**src/sv/lws_div.sv**
```systemverilog
// ----------------------------------------------------------------------------
// lws_div: iterative unsigned divider
// Restoring division of a 64-bit dividend by a 64-bit divisor, one quotient
// bit per cycle; done pulses when the quotient is valid.
// ----------------------------------------------------------------------------
`default_nettype none

module lws_div (
  input  wire logic        clk_i,
  input  wire logic        rst_ni,
  input  wire logic        start_i,
  input  wire logic [63:0] dividend_i,
  input  wire logic [63:0] divisor_i,
  output logic             done_o,
  output logic [63:0]      quotient_o
);

  logic [63:0] rem_q, quo_q, dvs_q;
  logic [6:0]  cnt_q;
  logic        run_q;
  logic [64:0] rem_sh;
  logic        fits;

  // One restoring step.
  always_comb begin
    rem_sh = {rem_q, quo_q[63]};
    fits   = rem_sh >= {1'b0, dvs_q};
  end

  always_ff @(posedge clk_i or negedge rst_ni) begin
    if (!rst_ni) begin
      run_q  <= 1'b0;
      cnt_q  <= '0;
      done_o <= 1'b0;
    end else begin
      done_o <= 1'b0;
      if (start_i) begin
        run_q <= 1'b1;
        cnt_q <= '0;
      end else if (run_q) begin
        cnt_q <= cnt_q + 7'd1;
        if (cnt_q == 7'd63) begin
          run_q  <= 1'b0;
          done_o <= 1'b1;
        end
      end
    end
  end

  // Datapath registers.
  always_ff @(posedge clk_i) begin
    if (start_i) begin
      rem_q <= '0;
      quo_q <= dividend_i;
      dvs_q <= divisor_i;
    end else if (run_q) begin
      rem_q <= fits ? 64'(rem_sh - {1'b0, dvs_q}) : rem_sh[63:0];
      quo_q <= {quo_q[62:0], fits};
    end
  end

  assign quotient_o = quo_q;

endmodule

`default_nettype wire
```
**config.mk**
```make
export PLATFORM = sky130hd
export DESIGN_NAME = lws_div
export DESIGN_NICKNAME = d
export VERILOG_FILES = /design/src/sv/lws_div.sv
export SDC_FILE = /design/constraint.sdc
export NUM_CORES = 1
export LEC_CHECK = 0
export BUFFER_PORTS_ARGS = -buffer_cell sky130_fd_sc_hd__buf_2
export CORE_MARGIN = 1
export CORE_UTILIZATION = 58
export CTS_CLUSTER_DIAMETER = 120
export DETAILED_ROUTE_END_ITERATION = 8
export GPL_TIMING_DRIVEN = 0
export PLACE_DENSITY = 0.87
export RECOVER_POWER = 50
export SKIP_LAST_GASP = 1
export SLEW_MARGIN = 5
export SYNTH_ARGS = -nofsm -noshare
export SYNTH_HDL_FRONTEND = slang
export SYNTH_SLANG_ARGS = --single-unit
```
**constraint.sdc**
```tcl
create_clock -name clk_i -period 3.4 [get_ports clk_i]
set_input_delay 0.51 -clock clk_i [delete_from_list [all_inputs] [get_ports clk_i]]
set_output_delay 0.51 -clock clk_i [all_outputs]
set_load 0.01 [all_outputs]
```
==> results_dict.tcl <==
set metrics [dict create \
    clkSlewWorstSetupHoldPaths_ns 0.06 \
    post_synth_main_area_contributors "edfxtp_1, dfxtp_1, ha_1, mux2_2, nand2_1" \
    sw_frac_of_total 0.399 \
    synthCells 1282 \
    grt_util_all_layers 0.297 \
    finalHoldViolCount 0 \
    fp.dieW_um 148 \
    insertedDiodeCount 0 \
    dp_hpwl_um 23700 \
    max_slew_margin 0.374 \
    post-synth-top-area-cell "edfxtp_1" \
    mostFrequentLayoutCells "nand2_1, buf_2, edfxtp_1" \
    cp_top_family "compound AO/OA/AOI/OAI gates" \
    cts.path.max_buffers 3 \
    syn_to_final_growth_pct 17.5 \
    utilization 0.704 \
    route.detailed.wl_per_inst_um 18.2 \
    crit_chain "inv_1 > ha_1 > fa_1 > nand2b_4 > a211o_1 > nand3_2 > a21oi_2 > o22ai_2 > nor3b_4 > o41ai_4 > or4_1 > nand4_1 > a311oi_1" \
    drt-total-wl_um 32700 \
    dr_total_vias 10828 \
    drv_slew 0 \
    syn_area_sq_um 12300 \
    layout.cells.most_common "nand2_1" \
    fin_ws_ns 0.0772 \
    critical_path.max_stage_delay_ns 0.51 \
    clockRootBuffer "clkbuf_16" \
    status "finished clean" \
    min_path_cells 1 \
    holdPathEnd "dvs_q[60]" \
    place.gp.congestion 0.912 \
    rr_worst_depth 13 \
    synth_cell_types 83 \
    worst_path_max_delay_cell "o41ai_4" \
    hold_path_class "input pin to register" \
    finalCritPeriodShare 0.977 \
    p_int_mw 6.12 \
    vdd_ir_drop_max_mv 0.411 \
    yosysWarningCount 0 \
    power.share.clock 0.226 \
    finish.instance_area_sq_um 14500 \
    max_cap_violations 0 \
    crit_path_start_kind "register" \
    hold_path.startpoint "divisor_i[60]" \
    report.final.setup_viol 0 \
    worstSetupEndpointType "register" \
    cts_max_level 1 \
    global_route_wire_length_before_repair_um 51600 \
    grt_setup_unrepaired "yes" \
    total_power_mw 10.2 \
    design.final.nets 1711 \
    antenna_left 0 \
    clk_latency_ns 0.53 \
    switchingPower_mw 4.07 \
    number_of_synthesized_flops_with_an_enable_pin 128 \
    cp_max_fo 6 \
    dp_worst_setup_slack_ns -0.599 \
    drc_errors 0 \
    tritoncts "yes" \
    r2r_start "quotient_o[63]" \
    final.min_clock_period_ns 3.32 \
    start_util 0.599 \
    syn_avg_cell_area_sq_um 9.61 \
    total_leakage_power_nw 6.21 \
    drive_gt1_frac 0.216 \
    worst_clock_skew_ns 0.0148 \
    clock-sinks 201 \
    regToRegSetupSlack_ns 0.08 \
    drt_iter0_drc 983 \
    ys.flop_type "edfxtp_1" \
    power_density_nw_per_um2 704 \
    area_after_dpl_sq_um 13700 \
    worstMarginPinSlew_ns 0.935 \
    yosys_register_bits 201 \
    maximum_number_of_pins_on_one_net_before_global_route_repair 66 \
    max_freq_ghz 0.301 \
    critical_path_arrival_ns 3.77 \
    vias_per_cell 6.01 \
    grt_antenna_before_repair 0 \
    rr_endpoint "rem_q[58]" \
    sequentialPowerShare 0.328 \
    worst_hold_slack_ns 0.147 \
    firstDrtPassIters 5 \
    io_count 196 \
    postSynth.asyncResetShare 0.0448 \
    synth.top_cell.area_share 0.312 \
    critPathRequiredTime_ns 3.84 \
    portBuffers 195 \
    via_count_of_the_first_global_routing_pass 10520 \
    syn-num-nets 1479 \
    power.share.combinational 0.445 \
    timing_worst_setup_path_type "register to register" \
    overflow 0 \
    chipHeight_um 148 \
    worst-path-buf-inv 1 \
    total_die_area_sq_um 21800 \
    std_cell_rows 52 \
    placeableCoreArea_sq_um 20600 \
    total_cts_buffers 23 \
    synth-seq-area-share 0.434 \
]
==> registers in the layout, indices dropped and copies added, names as in the netlist <==
signal / flops
cnt_q: 7
done_o: 1
dvs_q: 64
quotient_o: 64
rem_q: 64
run_q: 1
==> synth_stat cells, types with 26 or more instances <==
master and count:
buf_2 26, nor2_1 102, a311oi_1 52, mux2_2 65, nand4_1 35, a21oi_1 86, dfxtp_1 64, o21ai_0 42
inv_1 91, a21o_1 33, ha_1 65, nand2_1 171, edfxtp_1 128, xnor2_1 34, clkbuf_1 42
==> cells by family (layout without fill, tap and decap cells) <==
| logic type | count (synthesis) | in the layout | synth area share |
|---|---|---|---|
| and+or+nand+nor | 392 | 392 | 0.144 |
| AOI/OAI and AO/OA | 318 | 318 | 0.183 |
| DFF | 201 | 201 | 0.434 |
| buffers and inverters | 173 | 422 | 0.0637 |
| muxes | 73 | 73 | 0.0659 |
| adders and majority gates | 66 | 66 | 0.0676 |
| xor gates and xnor gates | 59 | 59 | 0.0419 |
==> worst reg2reg max path: cells and delay by family (launching register included) <==
family,cells,cell delay (ns)
AOI/OAI and AO/OA,5,1.43
adders and majority gates,2,0.63
buffers and inverters,1,0.07
DFF,1,0.42
and+or+nand+nor,5,0.68
==> routing by layer <==
metal / wire, um / global-route usage
met3: 2240 / 0.0534
met4: 1210 / 0.126
met5: 0 / 0
met1: 13500 / 0.369
met2: 15800 / 0.508
==> area by class of cell <==
class	instances	area (sq um)
Timing Repair Buffer	208	1020
Buffer	81	445
Fill cell	1615	6080
Tap cell	270	338
Clock inverter	16	97.6
Sequential cell	201	5350
Inverter	91	342
Clock buffer	26	597
Multi-Input combinational cell	908	6290
==> through the flow <==
| stage | std cells | setup TNS (ns) |
|---|---|---|
| floorplan | 1282 | 0 |
| global placement | 1747 | -144.82 |
| detailed placement | 1748 | -32.31 |
| CTS | 1791 | 0 |
| global route | 1801 | -0.0603 |
| finish | 1801 | 0 |
==> repair_timing <==
| action | in CTS | in global routing |
|---|---|---|
| gates resized for setup | 3 | 21 |
| setup buffers | 0 | 11 |
| hold endpoints to repair | 9 | 0 |
| setup endpoints to repair | 46 | 60 |
| hold buffers | 1 | 0 |
| pin swaps | 1 | 11 |
==> power by group through the flow <==
stage	clock [mW]	sequential (mW)	combinational, mW
after CTS	2.34	3.34	4.34
after detailed placement	0	3.37	4.28
after global routing	2.43	3.39	4.96
final	2.31	3.35	4.54
after floorplan	0	3.33	3.23
after global placement	0	3.36	4.18
==> worst max path at each step <==
stage | startpoint | to | slack [ns] | cells past startpoint
after floorplan | quotient_o[63] | rem_q[56] | 0.49 | 12
after global placement | start_i | quotient_o[54] | -2.02 | 5
after detailed placement | start_i | quotient_o[47] | -0.60 | 6
after CTS | quotient_o[63] | rem_q[58] | 0.03 | 13
after global routing | quotient_o[63] | rem_q[58] | -0.02 | 13
final | quotient_o[63] | rem_q[58] | 0.08 | 13
Note: power is estimated with default switching activity, not from simulation.
